==> src/rtl/core/mnps_pkg.sv <==
// mean nearest pivot select: shared constants, value type, back-end state and status
// no dependencies
`timescale 1ns / 1ps

package mnps_pkg;

   localparam int unsigned MAX_ITEMS_DEF = 512;
   localparam int unsigned VALUE_W       = 32;

   typedef logic signed [VALUE_W-1:0] value_type;

   typedef enum logic [1:0] {
      BK_IDLE,
      BK_DIV,
      BK_SCAN,
      BK_RESP
   } back_state_type;

   // back-end status seen by the loader and the top level
   typedef struct packed {
      logic mem_busy;
   } back_status_type;

endpackage

==> src/rtl/core/mnps_if.sv <==


interface mnps_rsp_if;
   import mnps_pkg::*;
   logic      valid;
   logic      ready;
   value_type pivot;
   modport source (output valid, pivot, input ready);
   modport sink (input valid, pivot, output ready);
endinterface

==> src/rtl/core/mnps_back.sv <==
// back end: serial mean divider, scan of the stored set, pivot result register
// depends on mnps_pkg and mnps_rsp_if
`timescale 1ns / 1ps

module mnps_back #(
   parameter int MAX_ITEMS = mnps_pkg::MAX_ITEMS_DEF,
   localparam int CNT_W    = $clog2(MAX_ITEMS + 1),
   localparam int ADDR_W   = $clog2(MAX_ITEMS),
   localparam int SUM_W    = mnps_pkg::VALUE_W + CNT_W,
   localparam int JOB_W    = CNT_W + SUM_W + 2 * mnps_pkg::VALUE_W + 1
) (
   input  logic                      clock,
   input  logic                      reset,
   input  logic                      job_valid,
   output logic                      job_ready,
   input  logic [JOB_W-1:0]          job_data,
   output logic [ADDR_W-1:0]         rd_addr,
   input  mnps_pkg::value_type       rd_data,
   output mnps_pkg::back_status_type bk_status,
   mnps_rsp_if.source                rsp
);
   import mnps_pkg::*;

   localparam int BIT_W = $clog2(SUM_W);

   typedef struct packed {
      logic [CNT_W-1:0]        cnt;
      logic signed [SUM_W-1:0] sum;
      value_type               vmin;
      value_type               vmax;
      logic                    side;
   } job_type;

   job_type          job;
   back_state_type   state_ff, state_in;
   logic [CNT_W-1:0] cnt_ff, cnt_in;
   logic [CNT_W-1:0] rem_ff, rem_in;
   logic [SUM_W-1:0] quo_ff, quo_in;
   logic [BIT_W-1:0] bit_ff, bit_in;
   logic             neg_ff, neg_in;
   value_type        min_ff, min_in;
   value_type        max_ff, max_in;
   value_type        mean_ff, mean_in;
   logic [CNT_W-1:0] addr_ff, addr_in;
   logic             rd_pend_ff, rd_pend_in;
   value_type        below_ff, below_in;
   value_type        above_ff, above_in;
   logic             found_ff, found_in;
   value_type        pivot_ff, pivot_in;
   logic [SUM_W-1:0] sum_mag;
   logic [CNT_W:0]   rem_sh;
   logic             ge;
   logic             issue;
   logic             between;

   assign job     = job_type'(job_data);
   assign sum_mag = job.sum[SUM_W-1] ? SUM_W'(-job.sum) : SUM_W'(job.sum);

   assign job_ready          = (state_ff == BK_IDLE);
   assign bk_status.mem_busy = (state_ff == BK_DIV) || (state_ff == BK_SCAN);
   assign rsp.valid          = (state_ff == BK_RESP);
   assign rsp.pivot          = pivot_ff;
   assign rd_addr            = addr_ff[ADDR_W-1:0];

   always_comb begin
      state_in   = state_ff;
      cnt_in     = cnt_ff;
      rem_in     = rem_ff;
      quo_in     = quo_ff;
      bit_in     = bit_ff;
      neg_in     = neg_ff;
      min_in     = min_ff;
      max_in     = max_ff;
      mean_in    = mean_ff;
      addr_in    = addr_ff;
      rd_pend_in = rd_pend_ff;
      below_in   = below_ff;
      above_in   = above_ff;
      found_in   = found_ff;
      pivot_in   = pivot_ff;
      // restoring division step on the magnitude of the sum, one quotient bit a cycle
      rem_sh     = {rem_ff, quo_ff[SUM_W-1]};
      ge         = (rem_sh >= {1'b0, cnt_ff});
      issue      = (addr_ff != cnt_ff);
      between    = (rd_data > min_ff) && (rd_data < max_ff);
      case (state_ff)
         BK_IDLE: begin
            if (job_valid) begin
               cnt_in  = job.cnt;
               min_in  = job.vmin;
               max_in  = job.vmax;
               neg_in  = job.sum[SUM_W-1];
               quo_in  = sum_mag;
               rem_in  = '0;
               bit_in  = BIT_W'(SUM_W - 1);
               if (job.cnt == CNT_W'(2)) begin
                  pivot_in = job.side ? job.vmax : job.vmin;
                  state_in = BK_RESP;
               end else begin
                  state_in = BK_DIV;
               end
            end
         end
         BK_DIV: begin
            rem_in = CNT_W'(ge ? rem_sh - {1'b0, cnt_ff} : rem_sh);
            quo_in = {quo_ff[SUM_W-2:0], ge};
            bit_in = bit_ff - BIT_W'(1);
            if (bit_ff == '0) begin
               // quotient truncates toward zero, then takes the sign of the sum
               mean_in    = neg_ff ? value_type'(-quo_in[VALUE_W-1:0])
                                   : value_type'(quo_in[VALUE_W-1:0]);
               addr_in    = '0;
               rd_pend_in = 1'b0;
               below_in   = min_ff;
               above_in   = max_ff;
               found_in   = 1'b0;
               state_in   = BK_SCAN;
            end
         end
         BK_SCAN: begin
            if (issue) begin
               addr_in = addr_ff + CNT_W'(1);
            end
            rd_pend_in = issue;
            if (rd_pend_ff) begin
               if (between && (rd_data == mean_ff)) begin
                  pivot_in = mean_ff;
                  state_in = BK_RESP;
               end else begin
                  if (between && (rd_data < mean_ff)) begin
                     found_in = 1'b1;
                     if (rd_data > below_ff) begin
                        below_in = rd_data;
                     end
                  end else if (between && (rd_data < above_ff)) begin
                     above_in = rd_data;
                  end
                  if (!issue) begin
                     pivot_in = found_in ? below_in : above_in;
                     state_in = BK_RESP;
                  end
               end
            end
         end
         BK_RESP: begin
            if (rsp.ready) begin
               state_in = BK_IDLE;
            end
         end
         default: begin
            state_in = BK_IDLE;
         end
      endcase
   end

   always_ff @(posedge clock) begin
      if (reset) begin
         state_ff <= BK_IDLE;
      end else begin
         state_ff <= state_in;
      end
   end

   always_ff @(posedge clock) begin
      cnt_ff     <= cnt_in;
      rem_ff     <= rem_in;
      quo_ff     <= quo_in;
      bit_ff     <= bit_in;
      neg_ff     <= neg_in;
      min_ff     <= min_in;
      max_ff     <= max_in;
      mean_ff    <= mean_in;
      addr_ff    <= addr_in;
      rd_pend_ff <= rd_pend_in;
      below_ff   <= below_in;
      above_ff   <= above_in;
      found_ff   <= found_in;
      pivot_ff   <= pivot_in;
   end

endmodule

==> src/flat_wrapper.sv <==
// flat-port wrapper written by rule: the top's interface ports become plain ports
module mnps_back_flat import mnps_pkg::*;
#(
   parameter int MAX_ITEMS = mnps_pkg::MAX_ITEMS_DEF,
   localparam int CNT_W    = $clog2(MAX_ITEMS + 1),
   localparam int ADDR_W   = $clog2(MAX_ITEMS),
   localparam int SUM_W    = mnps_pkg::VALUE_W + CNT_W,
   localparam int JOB_W    = CNT_W + SUM_W + 2 * mnps_pkg::VALUE_W + 1
)
  (clock, reset, job_valid, job_ready, job_data, rd_addr, rd_data, bk_status, rsp_valid, rsp_pivot, rsp_ready);
  mnps_rsp_if rsp_i ();
  input  logic clock;
  input  logic reset;
  input  logic job_valid;
  output logic job_ready;
  input  logic [JOB_W-1:0] job_data;
  output logic [ADDR_W-1:0] rd_addr;
  input  mnps_pkg::value_type rd_data;
  output mnps_pkg::back_status_type bk_status;
  output wire logic [$bits(rsp_i.valid)-1:0] rsp_valid;
  output wire logic [$bits(rsp_i.pivot)-1:0] rsp_pivot;
  input wire logic [$bits(rsp_i.ready)-1:0] rsp_ready;
  assign rsp_valid = rsp_i.valid;
  assign rsp_pivot = rsp_i.pivot;
  assign rsp_i.ready = rsp_ready;
  mnps_back #(.MAX_ITEMS(MAX_ITEMS)) u_core (.clock(clock), .reset(reset), .job_valid(job_valid), .job_ready(job_ready), .job_data(job_data), .rd_addr(rd_addr), .rd_data(rd_data), .bk_status(bk_status), .rsp(rsp_i));
endmodule
==> config.mk <==
export PLATFORM = sky130hd
export DESIGN_NAME = mnps_back_flat
export DESIGN_NICKNAME = d
export VERILOG_FILES = /design/src/rtl/core/mnps_pkg.sv /design/src/rtl/core/mnps_if.sv /design/src/rtl/core/mnps_back.sv /design/src/flat_wrapper.sv
export SDC_FILE = /design/constraint.sdc
export NUM_CORES = 1
export LEC_CHECK = 0
export ABC_AREA = 1
export BUFFER_PORTS_ARGS = -buffer_cell sky130_fd_sc_hd__buf_2
export CORE_MARGIN = 2
export CORE_UTILIZATION = 60
export DETAILED_ROUTE_END_ITERATION = 16
export GPL_TIMING_DRIVEN = 0
export PLACE_DENSITY_LB_ADDON = 0.08
export SYNTH_ARGS = -nofsm -noshare
export SYNTH_HDL_FRONTEND = slang
export SYNTH_SLANG_ARGS = --single-unit
==> constraint.sdc <==
create_clock -name clock -period 10.2 [get_ports clock]
set_clock_uncertainty 0.2 [all_clocks]
set_input_delay 3.06 -clock clock [delete_from_list [all_inputs] [get_ports clock]]
set_output_delay 3.06 -clock clock [all_outputs]
set_load 0.005 [all_outputs]
Word level (Yosys, flattened, before mapping)
Index checks and enable logic that the tools add are counted.
{"block": "totals", "in_bits": 153, "regBits": 275}
{"block": "classes", "n_addsub": 5, "n_reduce_logical": 18, "n_eq_ne": 14, "n_lt_le_gt_ge": 6, "mux": 49}
{"op": "$mux 32", "count": 18}
{"op": "$pmux 32 s2", "count": 3}
{"op": "$lt 32x32->1", "count": 3}
{"op": "$mux 42", "count": 2}
{"op": "$pmux 42 s2", "count": 1}
{"op": "$gt 32x32->1", "count": 2}
{"op": "$neg 42->42", "count": 1}
{"op": "$mux 10", "count": 4}
{"op": "$pmux 10 s2", "count": 2}
{"op": "$eq 32x32->1", "count": 1}
{"op": "$neg 32->32", "count": 1}
{"op": "$mux 2", "count": 7}
{"op": "$pmux 6 s2", "count": 1}
{"op": "$ge 11x10->1", "count": 1}
{"op": "$add 10x1->10 const B", "count": 1}
{"op": "$eq 10x2->1 const B", "count": 1}
{"op": "$ne 10x10->1", "count": 1}
{"op": "$reduce_and 5->1", "count": 2}
{"op": "$sub 10x10->10", "count": 1}
{"op": "$ne 2x1->1 const B", "count": 4}
{"op": "$pmux 2 s4", "count": 1}
{"op": "$reduce_and 2->1", "count": 4}
{"op": "$mux 1", "count": 7}
{"op": "$logic_not 6->1", "count": 1}
{"op": "13 further kinds", "count": 22}

Logic depth before layout (Yosys ltp)
{"block": "logic_depth", "word_depth": 12, "ltp_mapped": 23, "depth_no_buf": 22}

Least setup slack after synthesis
No wires, ideal clock.
{"block": "synth_path", "path_type": "in2reg", "startpoint": "input rd_data[31]", "endpoint": "register u_core.above_ff[0] (enable)", "required_time_ns": 9.432, "setup_ns": 0.568, "arrival_time_ns": 8.710, "cell_stages": 11, "path_slack_ns": 0.721, "cell_sequence": "ha_1 > a21oi_1 > o21a_1 > nand2_1 > a21oi_1 > nand3_1 > nand2_1 > nor2_4 > nand3_1 > inv_1 > nor3_1"}
{"block": "synth_between", "elab_chain_cells": 5, "word_cells_on_any_way": 7}
{"item": "start, declared", "line_no": "flat_wrapper.sv:18", "source": "input mnps_pkg::value_type rd_data;"}
{"item": "$gt 32x32->1 or $lt 32x32->1 (tied branches)", "line_no": "mnps_back.sv:85", "source": "between = (rd_data > min_ff) && (rd_data < max_ff);"}
{"item": "$logic_and 1x1->1", "line_no": "mnps_back.sv:85"}
{"item": "$logic_and 1x1->1 *", "line_no": "mnps_back.sv:126", "source": "if (between && (rd_data == mean_ff)) begin"}
{"item": "$ne 2x2->1 (no source line) *"}
{"item": "$reduce_and 4->1 (no source line) *"}
{"item": "end signal, assigned", "line_no": "mnps_back.sv:176", "source": "above_ff <= above_in;"}
{"item": "end, declared", "line_no": "mnps_back.sv:47", "source": "value_type above_ff, above_in;"}
Every way passes the cells marked *; elsewhere a longest branch is shown, timed or not.
A chain may end at the register's enable or synchronous reset.

Worst setup path after layout
{"block": "layout_path", "startpoint": "input rd_data[3]", "endpoint": "register u_core.pivot_ff[31] (netlist: u_core.rsp.pivot[31]) (enable)"}
{"block": "layout_between", "elab_chain_cells": 5, "word_cells_on_any_way": 7}
{"item": "$gt 32x32->1 or $lt 32x32->1 (tied branches)", "line_no": "mnps_back.sv:85"}
{"item": "$logic_and 1x1->1", "line_no": "mnps_back.sv:85"}
{"item": "$logic_and 1x1->1 *", "line_no": "mnps_back.sv:126"}
{"item": "$ne 3x3->1 (no source line) *"}
{"item": "$reduce_and 5->1 (no source line) *"}
{"item": "end signal, assigned", "line_no": "mnps_back.sv:178", "source": "pivot_ff <= pivot_in;"}
{"item": "end, declared", "line_no": "mnps_back.sv:49", "source": "value_type pivot_ff, pivot_in;"}
Marks and branches as above.

==> summary.txt <==
OUTCOME
----------------------------------------------------------------------------------------------------
Outcome                                                                                 finished clean

JOB
----------------------------------------------------------------------------------------------------
Number of maximum-capacitance violations                                                           0

POWER
----------------------------------------------------------------------------------------------------
Power density of the placed cells                                                        243 nW/um^2
Combinational Power Share                                                                      42.7%
Post-route total power                                                                       5.39 mW
Internal cell power                                                                          3.18 mW
VDD IR-drop max                                                                           0.000267 V
Net switching fraction of the power                                                            40.9%
Sequential share of power                                                                      35.1%
Clock Power Share                                                                              22.2%
Standby leakage power                                                                        10.2 nW
NetSw                                                                                        2.21 mW

GLOBAL ROUTE
----------------------------------------------------------------------------------------------------
Met1 capacity usage during global routing                                                      43.8%
Largest net degree at the start of global routing                                                 66
Congestion Overflow GR                                                                             0
Layer carrying the most global-route usage                                                      met2
Met2 layer usage reported by global route                                                      60.6%
Vias in the first global route                                                                 17500
Initial antenna violation count                                                                    5
First-pass GRT wire length                                                                  92000 um
Global routing met3 resource utilization                                                       6.12%
Total global routing track utilization                                                         35.4%

CLOCK TREE
----------------------------------------------------------------------------------------------------
Cells resized by post-CTS repair                                                                   0
Maximum level of the CTS H-tree                                                                    2
Number of hold buffers added after CTS                                                             0
TritonCTS clock tree                                                                           built
Clock Path Buffers                                                                                 3
TritonCTS sink count                                                                             275
Number of buffers inserted during clock tree synthesis                                            34
Insertion delay to the later sink of the worst-skew pair                                     0.53 ns
Clock-pin slew reported for the worst setup and hold paths after clock tree synthesis        0.06 ns
Count of buffers added by post-CTS timing repair for setup                                         0
Root Driver                                                                             sky130_fd_sc_hd__clkbuf_16

PLACEMENT
----------------------------------------------------------------------------------------------------
Detailed-placement wirelength estimate                                                      45700 um
Number of port buffers                                                                           196
Gp weighted congestion                                                                         0.954

TIMING
----------------------------------------------------------------------------------------------------
Setup repair after global routing missed its margin                                               no
Time the worst path needs with I/O delays and setup                                          6.12 ns
Achievable frequency                                                                       0.163 GHz
Number of setup violations in the final report                                                     0
Worst slew margin                                                                              44.2%
Accumulated negative setup slack                                                                0 ns
Final Cycle Share                                                                              60.0%
Pin slew with the least headroom to its limit                                               0.837 ns
Fin. max-slew vios                                                                                 0
Count of endpoints failing hold in the final timing report                                         0

ROUTE
----------------------------------------------------------------------------------------------------
Number of design-rule violations left by the first detailed-router iteration                    1813
Final WL                                                                                    60100 um
Remaining design rule violation count                                                              0
Final antenna-violating net count                                                                  0
TritonRoute pass-1 iters                                                                          10
Routed len/inst                                                                              19.9 um
Detail-routed via count per cell                                                                6.01
Routed vias                                                                                    18200

DIE
----------------------------------------------------------------------------------------------------
Top-level port count                                                                             197
Die W                                                                                         184 um
Initial Util                                                                                   61.2%
Y dimension of the die                                                                        184 um
Die Area                                                                                  33700 um^2
Standard cell core area                                                                   31600 um^2
Cell Rows                                                                                         65

SYNTH
----------------------------------------------------------------------------------------------------
Synthesized area per cell                                                                  8.24 um^2
Most common flop cell mapped by yosys                                                   sky130_fd_sc_hd__edfxtp_1
Number of synthesized register bits                                                              275
Post-synthesis cell count                                                                       2348
Post-synth design cell area                                                               19300 um^2
Number of enable-type register cells in the synthesized netlist                                  273
Share of synthesized flip-flops with an asynchronous set or reset                                 0%
Warnings, synthesis                                                                                0
Count of different cell masters after synthesis                                                   51
Net count after synthesis                                                                       2679
Post-synthesis sequential area ratio                                                           42.6%

SETUP PATH
----------------------------------------------------------------------------------------------------
Critical path data arrival time                                                              6.15 ns
Category of the worst setup path launch point                                             input port
CP endpoint kind                                                                                flop
Required time of the critical path                                                          10.23 ns
Worst Path Max Fanout                                                                             11
Category of the critical setup timing path                                                    in2reg

CELLS AND AREA
----------------------------------------------------------------------------------------------------
Final net count                                                                                 2924
Ratio of cells with drive above 1 in the final layout                                          13.4%
Filler Cell Count                                                                               2596
Area overhead of the layout relative to synthesis                                              14.5%
Most frequent cells in the layout                                                       448 x sky130_fd_sc_hd__nand2_1, 321 x sky130_fd_sc_hd__inv_1, 273 x sky130_fd_sc_hd__edfxtp_1, 229 x sky130_fd_sc_hd__nor2_1, 226 x sky130_fd_sc_hd__buf_2
Most common library cell in the layout ignoring fill and taps                           sky130_fd_sc_hd__nand2_1

MIN PATH
----------------------------------------------------------------------------------------------------
HP Class                                                                                     reg2reg

## critical path, stage by stage
cell and delay (ns):
sky130_fd_sc_hd__buf_2 0.17, sky130_fd_sc_hd__ha_1 0.32, sky130_fd_sc_hd__nand2_1 0.06, sky130_fd_sc_hd__inv_1 0.05, sky130_fd_sc_hd__nand2_1 0.05, sky130_fd_sc_hd__nand2_1 0.10, sky130_fd_sc_hd__nand2_1 0.06, sky130_fd_sc_hd__nand2_1 0.15
sky130_fd_sc_hd__nand2_1 0.07, sky130_fd_sc_hd__nand2_1 0.19, sky130_fd_sc_hd__nand2_1 0.20, sky130_fd_sc_hd__nand2_1 0.13, sky130_fd_sc_hd__nand2_1 0.06, sky130_fd_sc_hd__nand2_1 0.14, sky130_fd_sc_hd__nand3_1 0.22, sky130_fd_sc_hd__nand3_1 0.24
sky130_fd_sc_hd__nand3_1 0.12, sky130_fd_sc_hd__nor3_2 0.27, sky130_fd_sc_hd__buf_6 0.24, sky130_fd_sc_hd__buf_6 0.20
## cell families after synthesis
kind of cell	Yosys count	share of synthesized area, %
and+or+nand+nor	1019	23.2
buffers and inverters	430	9.04
AOI/OAI and AO/OA	395	11.3
DFF	275	42.6
adders and majority gates	178	11.5
xor gates and xnor gates	51	2.31
## area by class of cell
cell class | count | area [um^2] | area share (%)
well taps | 402 | 503 | 2.27
repair buffers | 209 | 1180 | 5.32
inverters | 329 | 1240 | 5.58
clock inverters | 21 | 201 | 0.909
diodes | 3 | 7.51 | 0.0339
flip-flops and latches | 275 | 8240 | 37.2
plain buffers | 101 | 514 | 2.32
clock buffers | 39 | 891 | 4.02
multi-input cells | 1643 | 9390 | 42.4
## path summary, 6_finish.rpt
check | from | to | slack [ns] | cells after the start
worst max-delay path | rd_data[3] | u_core.rsp.pivot[31] | 4.08 | 20
worst min-delay path | u_core.quo_ff[34] | u_core.quo_ff[35] | 0.32 | 2
worst max register to register | u_core.cnt_ff[2] | u_core.mean_ff[30] | 6.18 | 20
worst min register to register | u_core.quo_ff[34] | u_core.quo_ff[35] | 0.32 | 2
## synthesized netlist by cell type, types with 3 or more instances
| master | count | area, um^2 |
|---|---|---|
| sky130_fd_sc_hd__buf_6 | 7 | 78.8 |
| sky130_fd_sc_hd__or2_2 | 11 | 68.8 |
| sky130_fd_sc_hd__and3_1 | 4 | 25.0 |
| sky130_fd_sc_hd__nand2_1 | 448 | 1680 |
| sky130_fd_sc_hd__o21a_1 | 8 | 60.1 |
| sky130_fd_sc_hd__a31oi_1 | 66 | 413 |
| sky130_fd_sc_hd__edfxtp_1 | 273 | 8200 |
| sky130_fd_sc_hd__xnor2_1 | 10 | 87.6 |
| sky130_fd_sc_hd__inv_2 | 6 | 22.5 |
| sky130_fd_sc_hd__nand3_1 | 176 | 881 |
| sky130_fd_sc_hd__nand3b_1 | 3 | 22.5 |
| sky130_fd_sc_hd__buf_4 | 12 | 90.1 |
| sky130_fd_sc_hd__nand3_2 | 6 | 60.1 |
| sky130_fd_sc_hd__o22ai_1 | 31 | 194 |
| sky130_fd_sc_hd__buf_1 | 3 | 11.3 |
| sky130_fd_sc_hd__o31ai_1 | 4 | 30.0 |
| sky130_fd_sc_hd__nand4_1 | 85 | 532 |
| sky130_fd_sc_hd__a21oi_1 | 136 | 681 |
| sky130_fd_sc_hd__ha_1 | 177 | 2210 |
| sky130_fd_sc_hd__nor3_2 | 3 | 30.0 |
| sky130_fd_sc_hd__nor2_1 | 230 | 863 |
| sky130_fd_sc_hd__o21bai_1 | 4 | 30.0 |
| sky130_fd_sc_hd__clkbuf_1 | 49 | 184 |
| sky130_fd_sc_hd__or2_0 | 3 | 18.8 |
| sky130_fd_sc_hd__nor3_1 | 24 | 120 |
| sky130_fd_sc_hd__buf_2 | 30 | 150 |
| sky130_fd_sc_hd__nor2_2 | 5 | 31.3 |
| sky130_fd_sc_hd__xor2_1 | 41 | 359 |
| sky130_fd_sc_hd__o21ai_0 | 128 | 641 |
| sky130_fd_sc_hd__o21ai_1 | 5 | 25.0 |
| sky130_fd_sc_hd__inv_1 | 322 | 1210 |
| sky130_fd_sc_hd__nor4_1 | 12 | 75.1 |
## sequential cells by signal, indices dropped and copies added (netlist names), 2 cells and up
signal / cells
u_core.below_ff: 32
u_core.max_ff: 32
u_core.mean_ff: 32
u_core.rem_ff: 10
u_core.cnt_ff: 10
u_core.state_ff: 2
u_core.addr_ff: 10
u_core.rsp.pivot: 32
u_core.quo_ff: 42
u_core.above_ff: 32
u_core.min_ff: 32
u_core.bit_ff: 6
## metal layers
metal / wire length (um) / vias to the layer above / part of all wire, %
li1: - / 8560 / -
met1: 22900 / 8373 / 38
met2: 28700 / 1028 / 48
met3: 5890 / 192 / 9.8
met4: 2680 / 4 / 4.5
met5: 31 / - / 0.052
## through the flow
stage | setup slack, ns | cells | utilization (%) | instance area (um^2) | hold slack (ns)
2_1_floorplan | 0.721 | 2348 | - | 19300 | 0.295
3_3_place_gp | -2.49 | 2946 | 65.8 | 20800 | 0.301
3_5_place_dp | 3.65 | 2959 | 66.6 | 21100 | 0.313
5_1_grt | 4.00 | 3020 | 70.0 | 22200 | 0.354
4_1_cts | 4.21 | 3019 | 70.0 | 22200 | 0.328
6_report | 4.08 | 3022 | 70.0 | 22200 | 0.322
## power groups by stage
stage | combinational, mW | sequential (mW) | clock (mW)
after global placement | 2.08 | 1.97 | 0
after floorplan | 1.46 | 1.90 | 0
after global routing | 2.52 | 1.92 | 1.24
after CTS | 2.25 | 1.88 | 1.21
final | 2.30 | 1.89 | 1.20
after detailed placement | 2.24 | 1.90 | 0
Power figures use the tool's default switching activity.
