### src/rtl/core/mnps_queue.sv
// two-entry job queue between loader and back end
// depends on nothing but its width parameter
`timescale 1ns / 1ps

module mnps_queue #(
   parameter int W = 8
) (
   input  logic         clock,
   input  logic         reset,
   input  logic         push_valid,
   output logic         push_ready,
   input  logic [W-1:0] push_data,
   output logic         pop_valid,
   input  logic         pop_ready,
   output logic [W-1:0] pop_data
);
   localparam int DEPTH = 2;
   localparam int PTR_W = $clog2(DEPTH);
   localparam int LVL_W = $clog2(DEPTH + 1);

   logic [W-1:0]     entry_ff [DEPTH];
   logic [PTR_W-1:0] wr_ptr_ff, wr_ptr_in;
   logic [PTR_W-1:0] rd_ptr_ff, rd_ptr_in;
   logic [LVL_W-1:0] level_ff, level_in;
   logic             do_push, do_pop;

   assign push_ready = (level_ff != LVL_W'(DEPTH));
   assign pop_valid  = (level_ff != '0);
   assign pop_data   = entry_ff[rd_ptr_ff];
   assign do_push    = push_valid && push_ready;
   assign do_pop     = pop_valid && pop_ready;

   always_comb begin
      wr_ptr_in = do_push ? wr_ptr_ff + PTR_W'(1) : wr_ptr_ff;
      rd_ptr_in = do_pop ? rd_ptr_ff + PTR_W'(1) : rd_ptr_ff;
      level_in  = level_ff;
      if (do_push && !do_pop) begin
         level_in = level_ff + LVL_W'(1);
      end else if (do_pop && !do_push) begin
         level_in = level_ff - LVL_W'(1);
      end
   end

   always_ff @(posedge clock) begin
      if (reset) begin
         wr_ptr_ff <= '0;
         rd_ptr_ff <= '0;
         level_ff  <= '0;
      end else begin
         wr_ptr_ff <= wr_ptr_in;
         rd_ptr_ff <= rd_ptr_in;
         level_ff  <= level_in;
      end
   end

   always_ff @(posedge clock) begin
      if (do_push) begin
         entry_ff[wr_ptr_ff] <= push_data;
      end
   end

endmodule

### config.mk
export PLATFORM = sky130hd
export DESIGN_NAME = mnps_queue
export DESIGN_NICKNAME = d
export VERILOG_FILES = /design/src/rtl/core/mnps_queue.sv
export SDC_FILE = /design/constraint.sdc
export NUM_CORES = 1
export LEC_CHECK = 0
export BUFFER_PORTS_ARGS = -buffer_cell sky130_fd_sc_hd__buf_2
export CELL_PAD_IN_SITES_DETAIL_PLACEMENT = 1
export CELL_PAD_IN_SITES_GLOBAL_PLACEMENT = 1
export CORE_MARGIN = 2
export CORE_UTILIZATION = 43
export DETAILED_ROUTE_END_ITERATION = 8
export MAX_ROUTING_LAYER = met4
export PLACE_DENSITY = 0.85
export SETUP_SLACK_MARGIN = 0.5
export SLEW_MARGIN = 30
export SYNTH_ARGS = -nofsm -noshare
export SYNTH_HDL_FRONTEND = slang
export SYNTH_SLANG_ARGS = --single-unit
### constraint.sdc
create_clock -name clock -period 2.5 [get_ports clock]
set_clock_uncertainty 0.05 [all_clocks]
set_input_delay 0.5 -clock clock [delete_from_list [all_inputs] [get_ports clock]]
set_output_delay 0.5 -clock clock [all_outputs]
set_load 0.05 [all_outputs]
* After elaboration in Yosys (flattened, before gate mapping)
Memory sizes are Yosys's and may differ from the RTL's. A register that Yosys moved wholly into a read port is not among the register bits.
Cells that the tools add are included.
** Operators by class
- Add/sub/neg operators :: 4
- Equality and inequality tests :: 1
- Mux-type cells :: 6
- Reduce and logical (&&, ||, !) cells :: 8
** Operators by type and width (count)
- $logic_and 1x1->1 :: 4
- $mux 1 :: 4
- $mux 2 :: 2
- $reduce_bool 2->1 :: 2
- $add 1x1->1 const B :: 2
- $add 2x1->2 const B :: 1
- $logic_not 1->1 :: 2
- $ne 2x2->1 const B :: 1
- $sub 2x1->2 const B :: 1
** Word-level totals
- Flip-flop bits (word level) :: 4
- Bits in writable memories :: 16
- Input bits :: 12
- Output and inout port bits :: 10
- Logic and storage cells :: 23
- Memories kept :: 1
** Memory list
- entry_ff :: depth 2, bits a word 8, rd ports 1, clocked after memory_dff 1, write ports 1, line 21 : logic [W-1:0] entry_ff [DEPTH];

* Logic depth before layout (Yosys ltp)
Gate-level depths: netlist (run 1).
- Depth after elaboration :: 6
- Mapped depth :: 6
- Gate-level depth less buffers :: 6

* Least setup slack after synthesis (run 1)
OpenSTA, ideal clock, no wires.
- Path kind :: register to register
- Start point :: register level_ff[0]
- End point :: register level_ff[1]
- Setup time :: 0.070 ns
- Arrival time :: 1.547 ns
- Required time :: 2.380 ns
- Slack :: 0.834 ns
- Cell stages (with the launch flop) :: 6
- Path buffers :: 0
- Clock period less this slack :: 1.666 ns
- Path through :: dfxtp_1 nand2b_4 and2_1 ha_1 or3_1 a21oi_1
** On the way
- Longest elaborated chain between the ends :: 5
- Elaborated cells between the ends (all ways) :: 13
- Those cells by class :: add/sub: 2; eq/ne: 1; mux: 2; reduce/logical: 8
** Ends and longest elaborated chain
- from (decl) :: line 24 : logic [LVL_W-1:0] level_ff, level_in;
- from (signal assigned) :: line 52 : level_ff <= level_in;
- $ne 2x2->1 * :: line 27 : assign push_ready = (level_ff != LVL_W'(DEPTH));
- named net push_ready :: line 11 : output logic push_ready,
- $logic_and 1x1->1 * :: line 30 : assign do_push = push_valid && push_ready;
- named net do_push :: line 25 : logic do_push, do_pop;
- $logic_not 1->1 :: line 39 : end else if (do_pop && !do_push) begin
- $logic_and 1x1->1 :: line 39
- $reduce_bool 2->1 (no line)
The timed path passes the listed nets; every way through them passes the cells marked *. The select of a mux whose other input is x is not followed.
A chain may end at the register's enable or synchronous reset.

==> impl_metrics.env, run 1 <==
export IMPL_wl_mm=1.34
export IMPL_vias_per_cell=4.90
export IMPL_drive_above_1_share_pct=49.3
export IMPL_setup_violations=0
export IMPL_track_usage_pct=14.1
export IMPL_ys_warn_count=0
export IMPL_synth_top_area_share_pct=59.6
export IMPL_yosysUniqueCellTypes=17
export IMPL_slew_headroom_pct=74.4
export IMPL_leakagePower_nw=0.382
export IMPL_num_antenna_cells=0
export IMPL_drv_slew=0
export IMPL_root_buffer="clkbuf_4"
export IMPL_seq_area_um2=582
export IMPL_nFillCells=183
export IMPL_syn_inst=49
export IMPL_io_pin_count=22
export IMPL_rsz0062_at_grt="false"
export IMPL_num_rows=15
export IMPL_grt_max_degree=12
export IMPL_mostFrequentLayoutCell="buf_2"
export IMPL_avgSynthCellArea_um2=16.4
export IMPL_cpPeakStageDelay_ns=0.46
export IMPL_tightestPinTransition_ns=0.384
export IMPL_antenna_found_initial=0
export IMPL_min_period_over_period_pct=75.2
export IMPL_grt_ovfl_total=0
export IMPL_grt_pass1_wl_mm=1.95
export IMPL_max_freq_mhz=532
export IMPL_cp_slowest_cell="dfxtp_2"
export IMPL_synthesis_nets=62
export IMPL_die_h_um=47.3
export IMPL_drtPass1Iterations=4
export IMPL_initialDrtViolationCount=5
export IMPL_status="finished, final reports clean"
export IMPL_first_global_vias=473
export IMPL_path_clk_slew_ns=0.11
export IMPL_ys_ff_latch=21
export IMPL_clock_latency_ns=0.29
export IMPL_pwr_density_cell_mw_per_mm2=1140
export IMPL_crit_path_end_kind="output port"
export IMPL_min_period_ns=1.88
export IMPL_critPathKind="flip-flop to output port"
export IMPL_maxCapViolCount=0
export IMPL_die_w_um=47.3
export IMPL_h_tree_depth=1
export IMPL_whs_ns=0.342
export IMPL_syn_area_um2=806
export IMPL_antenna_left=0
export IMPL_cp_start_kind="flip-flop"
export IMPL_hp_class="input port to flip-flop"
export IMPL_dieArea_mm2=0.00224
export IMPL_coreArea_mm2=0.00175
export IMPL_layout_common_cells="buf_2, edfxtp_1, mux2_2"
export IMPL_final_nets=87
export IMPL_hold_buffers=0
export IMPL_hold_viol=0
export IMPL_cts_max_path_buffers=2
export IMPL_cp_data_arrival_time_ns=1.33
export IMPL_gp_congestion=0.692
export IMPL_multi_input_area_um2=216
export IMPL_portBuffers=21
export IMPL_route_detailed_drc=0
export IMPL_ys_seq_area_share_pct=72.0
export IMPL_fin_setup_tns_ns=0
export IMPL_cts_buffers=3
export IMPL_clkSinkCount=21
export IMPL_wl_per_cell_um=13.6
export IMPL_synth_largest_area_cell="edfxtp_1"
export IMPL_ys_top_cells_by_area="edfxtp_1, dfxtp_1, mux2_2, xor2_1, nand2b_4"
export IMPL_cp_required_ns=1.95
export IMPL_dp_hpwl_um=972
export IMPL_cp_max_fo=8
export IMPL_cts_tree="built"
export IMPL_syn_to_final_growth_pct=19.7
export IMPL_via_count=480
export IMPL_start_util_pct=46.2
export IMPL_worstPathCellList="mux2_2, buf_2"
export IMPL_vdd_drop_max_uv=780
export IMPL_post_cts_setup_buffers=0
## sequential cells by signal, indices dropped and copies added, names as in the netlist, named ones only
signal / cells
entry_ff: 16
rd_ptr_ff: 1
wr_ptr_ff: 1
level_ff: 2
## layout make-up
cell class                      count  share of cell area [%]
Multi-Input combinational cell     26                    22.4
Clock buffer                        4                    2.72
Sequential cell                    21                    60.3
Tap cell                           25                    3.24
Inverter                            1                   0.389
Timing Repair Buffer               21                    10.9
## power breakdown
| part | internal (mW) | switching (mW) | leakage (nW) | total [mW] |
|---|---|---|---|---|
| clock network | 0.0620 | 0.0919 | 0.0150 | 0.154 |
| registers | 0.444 | 0.0496 | 0.191 | 0.494 |
| logic | 0.147 | 0.308 | 0.176 | 0.455 |
| total | 0.653 | 0.450 | 0.382 | 1.10 |
## logic make-up after synthesis
logic type	Yosys count	share of synthesized area (%)
fa+ha+maj	1	1.55
compound gates	5	3.73
mux	8	11.2
flops	21	72.1
buf+inv	2	1.09
xor+xnor	3	3.26
simple gates	9	7.14
## timing repair
item	CTS	global route
setup endpoints to repair	8	0
resized for setup	1	0
hold endpoints to repair	0	0
## metal layers
layer / up-vias / track usage, % / share of wire, %
met5: - / - / 0
met2: 15 / 23.2 / 51
met4: 0 / 10.0 / 2.5
li1: 227 / - / -
met1: 234 / 14.3 / 41
met3: 4 / 3.46 / 4.9
## worst paths after layout
check,start,end,slack [ns],cells past startpoint
min,push_data[2],entry_ff[0][2],0.34,1
min reg2reg,rd_ptr_ff,flip-flop,0.47,2
max,flip-flop,pop_data[3],0.62,2
max reg2reg,level_ff[0],level_ff[1],0.82,5
## synth_stat cells, drive strengths merged
| cell | number |
|---|---|
| edfxtp | 16 |
| inv | 1 |
| and3 | 1 |
| nand2b | 1 |
| nand3b | 1 |
| mux2 | 8 |
| nor2 | 3 |
| and2 | 1 |
| a21oi | 2 |
| xor2 | 3 |
| ha | 1 |
| buf | 1 |
| or3 | 1 |
| dfxtp | 5 |
| o21ai | 2 |
| or2 | 1 |
| a21bo | 1 |
## stage by stage
step | util [%] | cell area (µm²) | std cells | worst slack, ns | power, mW
2_1_floorplan | - | 806 | 49 | 0.834 | 0.862
3_3_place_gp | 53.7 | 937 | 94 | 0.825 | 0.941
3_5_place_dp | 53.7 | 937 | 94 | 0.756 | 0.959
4_1_cts | 55.3 | 965 | 98 | 0.595 | 1.12
5_1_grt | 55.3 | 965 | 98 | 0.559 | 1.16
6_report | 55.3 | 965 | 98 | 0.620 | 1.10
## critical path: cells and delay by family, from the launching register on
| kind | cells | cell delay, ns |
|---|---|---|
| buf+inv | 1 | 0.21 |
| flops | 1 | 0.46 |
| mux | 1 | 0.37 |
Power figures use the tool's default switching activity.
==> inputs of run 2 (changes only) <==
Settings changed: CORE_UTILIZATION 43 to 36, PLACE_DENSITY 0.85 to 0.76.
Clock period 2.5 ns to 1.7 ns, I/O delays scaled along.
==> run 2 against run 1 <==
- global-route usage up 0.48 points
- hold slack worse by 0.17 ns
- critical path depth did not move
- worst setup slack worse by 0.54 ns
- register-to-register slack worse by 0.65 ns
- wire length is 18% higher
- via count rose by 7.5%
- power rose by 91%
- critical path type unchanged
- sequential share of layout area fell by 12 points
- first-iteration DRC count fell by 60%
==> impl_metrics.env, run 2 (synthesis results as in run 1) <==
export IMPL_status="finished, final reports clean"
export IMPL_worstPathCellList="mux2_4, buf_6"
export IMPL_crit_path_end_kind="output port"
export IMPL_finalInstanceArea_mm2=0.00122
export IMPL_leakagePower_nw=0.492
export IMPL_fin_setup_tns_ns=0
export IMPL_track_usage_pct=14.5
export IMPL_num_antenna_cells=0
export IMPL_hp_class="input port to flip-flop"
export IMPL_antenna_left=0
export IMPL_drv_slew=0
export IMPL_syn_to_final_growth_pct=51.6
export IMPL_wl_per_cell_um=14.4
export IMPL_grt_ovfl_total=0
export IMPL_wl_mm=1.58
export IMPL_tightestPinTransition_ns=0.178
export IMPL_vias_per_cell=4.69
export IMPL_place_area_um2=990
export IMPL_route_detailed_drc=0
export IMPL_rsz0062_at_grt="true"
export IMPL_dp_hpwl_um=997
export IMPL_vdd_drop_max_uv=959
export IMPL_start_util_pct=37.1
export IMPL_portBuffers=21
export IMPL_initialDrtViolationCount=2
export IMPL_whs_ns=0.173
export IMPL_grt_pass1_wl_mm=2.57
export IMPL_antenna_found_initial=0
export IMPL_cp_slowest_cell="dfxtp_4"
export IMPL_dieArea_mm2=0.00263
export IMPL_setup_violations=0
export IMPL_pwr_density_cell_mw_per_mm2=1720
export IMPL_path_clk_slew_ns=0.12
export IMPL_hold_viol=0
export IMPL_cts_max_path_buffers=2
export IMPL_mostFrequentLayoutCell="edfxtp_1"
export IMPL_max_freq_mhz=616
export IMPL_cts_buffers=3
export IMPL_critPathBufInv=1
export IMPL_min_period_ns=1.62
export IMPL_clock_latency_ns=0.30
export IMPL_reg2reg_from="level_ff[1]"
export IMPL_grt_max_degree=13
export IMPL_maxCapViolCount=0
export IMPL_die_w_um=51.3
export IMPL_cp_start_kind="flip-flop"
export IMPL_num_rows=17
export IMPL_largest_register_ff_count=16
export IMPL_final_nets=96
export IMPL_first_global_vias=573
export IMPL_cp_max_fo=8
export IMPL_io_pin_count=22
export IMPL_min_period_over_period_pct=95.5
export IMPL_cpPeakStageDelay_ns=0.46
export IMPL_coreArea_mm2=0.00217
export IMPL_cp_data_arrival_time_ns=1.23
export IMPL_top_register="entry_ff"
export IMPL_cts_tree="built"
export IMPL_clkSinkCount=21
export IMPL_utilization_pct=56.3
export IMPL_via_count=516
export IMPL_die_h_um=51.3
export IMPL_gp_congestion=0.663
export IMPL_worstHoldStart="push_data[2]"
export IMPL_root_buffer="clkbuf_4"
export IMPL_drive_above_1_share_pct=68.3
export IMPL_cp_required_ns=1.31
export IMPL_slew_headroom_pct=88.0
export IMPL_critPathTopFamily="flip-flops"
export IMPL_reg_top3="entry_ff: 16 flops, level_ff: 2 flops"
export IMPL_layout_common_cells="edfxtp_1, buf_6, buf_2"
export IMPL_nFillCells=224
export IMPL_critPathKind="flip-flop to output port"
export IMPL_drtPass1Iterations=4
export IMPL_h_tree_depth=1
==> run 2: routing by layer <==
| layer | vias up | GRT usage [%] | share of wire, % |
|---|---|---|---|
| li1 | 242 | - | - |
| met3 | 4 | 2.63 | 4.7 |
| met5 | - | - | 0 |
| met1 | 250 | 13.2 | 36 |
| met2 | 20 | 28.8 | 57 |
| met4 | 0 | 6.58 | 1.7 |
==> run 2: power breakdown <==
part / internal (mW) / switching, mW / leakage, nW
Combinational: 0.549 / 0.568 / 0.282
Clock: 0.0875 / 0.146 / 0.0177
Sequential: 0.669 / 0.0857 / 0.193
Total: 1.31 / 0.800 / 0.492
==> run 2: metrics by stage <==
stage	total power, mW	worst slack [ns]	std cells
floorplan	1.36	0.163	49
global placement	1.46	0.140	97
detailed placement	1.49	0.0342	97
CTS	2.01	0.0659	108
global route	2.21	0.0261	110
finish	2.11	0.0772	110
==> run 2: path summary, 6_finish.rpt <==
kind	slack, ns	cells after the start	end
worst max-delay path	0.08	2	pop_data[7]
worst min-delay path	0.17	1	entry_ff[1][2]
worst max register to register	0.17	5	level_ff[1]
worst min register to register	0.52	2	rd_ptr_ff
==> run 2: layout make-up <==
cell class | instances | area, µm² | area share (%)
sequential | 21 | 592 | 48.5
multi-input combinational | 26 | 299 | 24.5
timing repair buffer | 30 | 262 | 21.4
tap | 28 | 35.0 | 2.87
clock buffer | 3 | 22.5 | 1.84
inverter | 1 | 6.26 | 0.512
clock inverter | 1 | 5.00 | 0.410
==> run 2: repair_timing <==
item / in CTS / in global routing
hold buffers: 0 / 0
setup endpoints to repair: 30 / 30
hold endpoints to repair: 0 / 0
gates resized for setup: 32 / 8
cloned: 0 / 0
setup buffers: 7 / 2
pin swaps: 1 / 2
==> run 2: worst register-to-register path, stage by stage (launching register included) <==
cell and delay [ns]:
dfxtp_4 0.39, buf_6 0.12, o21ai_4 0.18, ha_4 0.24
or3_1 0.37, a21oi_1 0.12
==> inputs of run 3 (changes only) <==
Settings changed: ABC_AREA set to 1, CORE_UTILIZATION 36 to 35.
==> run 3 against run 2 <==
- die area rose by 5.0%
- critical path depth did not move
- worst setup slack improved by 0.021 ns
==> impl_metrics.env, run 3 <==
export IMPL_vias_per_cell=4.62
export IMPL_min_period_ns=1.60
export IMPL_nFillCells=226
export IMPL_avgSynthCellArea_um2=13.3
export IMPL_drtPass1Iterations=4
export IMPL_top_register="entry_ff"
export IMPL_num_antenna_cells=0
export IMPL_worstPathCellList="mux2_4, buf_6"
export IMPL_layout_common_cells="edfxtp_1, buf_2, buf_6"
export IMPL_synth_edf_count=16
export IMPL_drive_above_1_share_pct=62.8
export IMPL_ys_ff_latch=21
export IMPL_max_freq_mhz=624
export IMPL_cts_max_path_buffers=2
export IMPL_power_total_mw=2.16
export IMPL_crit_path_end_kind="output port"
export IMPL_synth_most_common_cell="edfxtp_1"
export IMPL_num_rows=17
export IMPL_initialDrtViolationCount=4
export IMPL_track_usage_pct=14.2
export IMPL_antenna_found_initial=0
export IMPL_path_clk_slew_ns=0.11
export IMPL_rsz0062_at_grt="true"
export IMPL_root_buffer="clkbuf_4"
export IMPL_first_global_vias=594
export IMPL_synthesis_nets=75
export IMPL_tightestPinTransition_ns=0.260
export IMPL_synth_top_area_share_pct=58.2
export IMPL_critPathTopFamily="flip-flops"
export IMPL_synth_largest_area_cell="edfxtp_1"
export IMPL_ys_seq_area_share_pct=70.3
export IMPL_grt_ovfl_total=0
export IMPL_slew_headroom_pct=82.6
export IMPL_gp_congestion=0.662
export IMPL_mostFrequentLayoutCell="edfxtp_1"
export IMPL_cp_start_kind="flip-flop"
export IMPL_setup_violations=0
export IMPL_reg_top3="entry_ff: 16 flops, level_ff: 2 flops"
export IMPL_vdd_drop_max_uv=989
export IMPL_stdcell_count=122
export IMPL_status="finished, final reports clean"
export IMPL_fin_setup_tns_ns=0
export IMPL_pwr_density_cell_mw_per_mm2=1710
export IMPL_largest_register_ff_count=16
export IMPL_cellInternalPower_mw=1.29
export IMPL_maxCapViolCount=0
export IMPL_cp_max_fo=8
export IMPL_combPwrFrac_pct=54.4
export IMPL_portBuffers=21
export IMPL_syn_area_um2=826
export IMPL_hp_class="input port to flip-flop"
export IMPL_ys_top_cells_by_area="edfxtp_1, dfxtp_1, mux2_2, nand2_1, nor2_1"
export IMPL_dp_hpwl_mm=1.18
export IMPL_cp_required_ns=1.31
export IMPL_switching_power_mw=0.873
export IMPL_async_reset_ff_share_pct=0
export IMPL_wl_per_cell_um=13.7
export IMPL_dieArea_mm2=0.00276
export IMPL_critPathBufInv=1
export IMPL_start_util_pct=37.3
export IMPL_ys_warn_count=0
export IMPL_hold_buffers=0
export IMPL_syn_inst=62
export IMPL_route_detailed_drc=0
export IMPL_die_w_um=52.6
export IMPL_clock_power_share_pct=10.2
export IMPL_min_period_over_period_pct=94.2
export IMPL_cp_data_arrival_time_ns=1.21
export IMPL_cts_buffers=3
export IMPL_leakagePower_nw=0.514
export IMPL_cp_slowest_cell="dfxtp_4"
export IMPL_io_pin_count=22
export IMPL_grt_max_degree=12
export IMPL_critPathKind="flip-flop to output port"
export IMPL_placed_cells=110
export IMPL_wl_mm=1.67
export IMPL_clock_latency_ns=0.28
export IMPL_grt_pass1_wl_mm=2.70
export IMPL_p_seq_share_pct=35.3
export IMPL_p_sw_share_pct=40.5
export IMPL_antenna_left=0
export IMPL_yosysUniqueCellTypes=17
export IMPL_clkSinkCount=21
export IMPL_hold_viol=0
export IMPL_ys_top_cells_by_count="edfxtp_1, mux2_2, nand2_1, nor2_1, inv_1"
export IMPL_coreArea_mm2=0.00221
export IMPL_cpPeakStageDelay_ns=0.45
export IMPL_via_count=564
export IMPL_drv_slew=0
export IMPL_h_tree_depth=1
export IMPL_synth_top_flop_cell="edfxtp_1"
export IMPL_final_nets=108
export IMPL_die_h_um=52.6
export IMPL_whs_ns=0.184
export IMPL_cts_tree="built"
export IMPL_syn_to_final_growth_pct=53.0
-- run 3: cell types whose count changed after synthesis, sizes merged --
cell and delta:
inv +6, nor2 +4, nand4 +1, and3 -1, clkinv +1, and2 -1
nand2b -1, or2 -1, nand3 +2, or3 -1, a21bo -1, nand3b -1
xor2 -3, nand2 +9
-- run 3: metrics by stage --
stage / util, % / setup slack, ns / area [µm²]
global route: 57.1 / 0.0451 / 1260
finish: 57.1 / 0.0978 / 1260
global placement: 48.0 / 0.308 / 1060
detailed placement: 48.0 / 0.294 / 1060
CTS: 55.4 / 0.0800 / 1230
floorplan: - / 0.399 / 932
-- run 3: routing by layer --
layer,vias to the layer above,wire [µm],GRT usage [%],share of wire (%)
li1,276,-,-,-
met5,-,0,-,0
met2,17,935,25.6,56
met1,269,653,16.0,39
met3,2,70,1.71,4.2
met4,0,12,5.13,0.72
-- run 3: what timing repair did --
action,4_1_cts,5_1_grt
endpoints found under the hold margin,0,0
cloned,0,0
gates resized for setup,29,6
endpoints found under the setup margin,28,28
pin swaps,8,6
buffers inserted,6,2
-- run 3: logic make-up after synthesis --
kind of cell	Yosys count	synth area share (%)
AOI/OAI and AO/OA	4	2.42
adders and majority gates	1	1.51
buffers and inverters	9	4.39
DFF	21	70.3
muxes	8	10.9
and+or+nand+nor	19	10.5
-- run 3: final cells by class --
cell class / instances / area, µm² / area share (%)
Clock buffer: 4 / 26.3 / 2.08
Inverter: 8 / 45.0 / 3.56
Multi-Input combinational cell: 32 / 323 / 25.5
Sequential cell: 21 / 592 / 46.8
Tap cell: 28 / 35.0 / 2.77
Timing Repair Buffer: 29 / 243 / 19.2
-- run 3: final timing paths --
check                             startpoint             end  slack [ns]  cells past startpoint
worst min register to register     rd_ptr_ff       rd_ptr_ff        0.47                      2
worst max-delay path               flip-flop     pop_data[4]         0.1                      2
worst min-delay path            push_data[4]  entry_ff[1][4]        0.18                      1
worst max register to register   level_ff[0]     level_ff[1]        0.38                     11
-- run 3: power groups by stage --
| stage | Sequential, mW | Clock, mW | Combinational [mW] |
|---|---|---|---|
| 2_1_floorplan | 0.728 | 0 | 0.734 |
| 3_3_place_gp | 0.759 | 0 | 0.813 |
| 3_5_place_dp | 0.767 | 0 | 0.846 |
| 4_1_cts | 0.767 | 0.233 | 1.09 |
| 5_1_grt | 0.776 | 0.244 | 1.25 |
| 6_report | 0.763 | 0.221 | 1.17 |
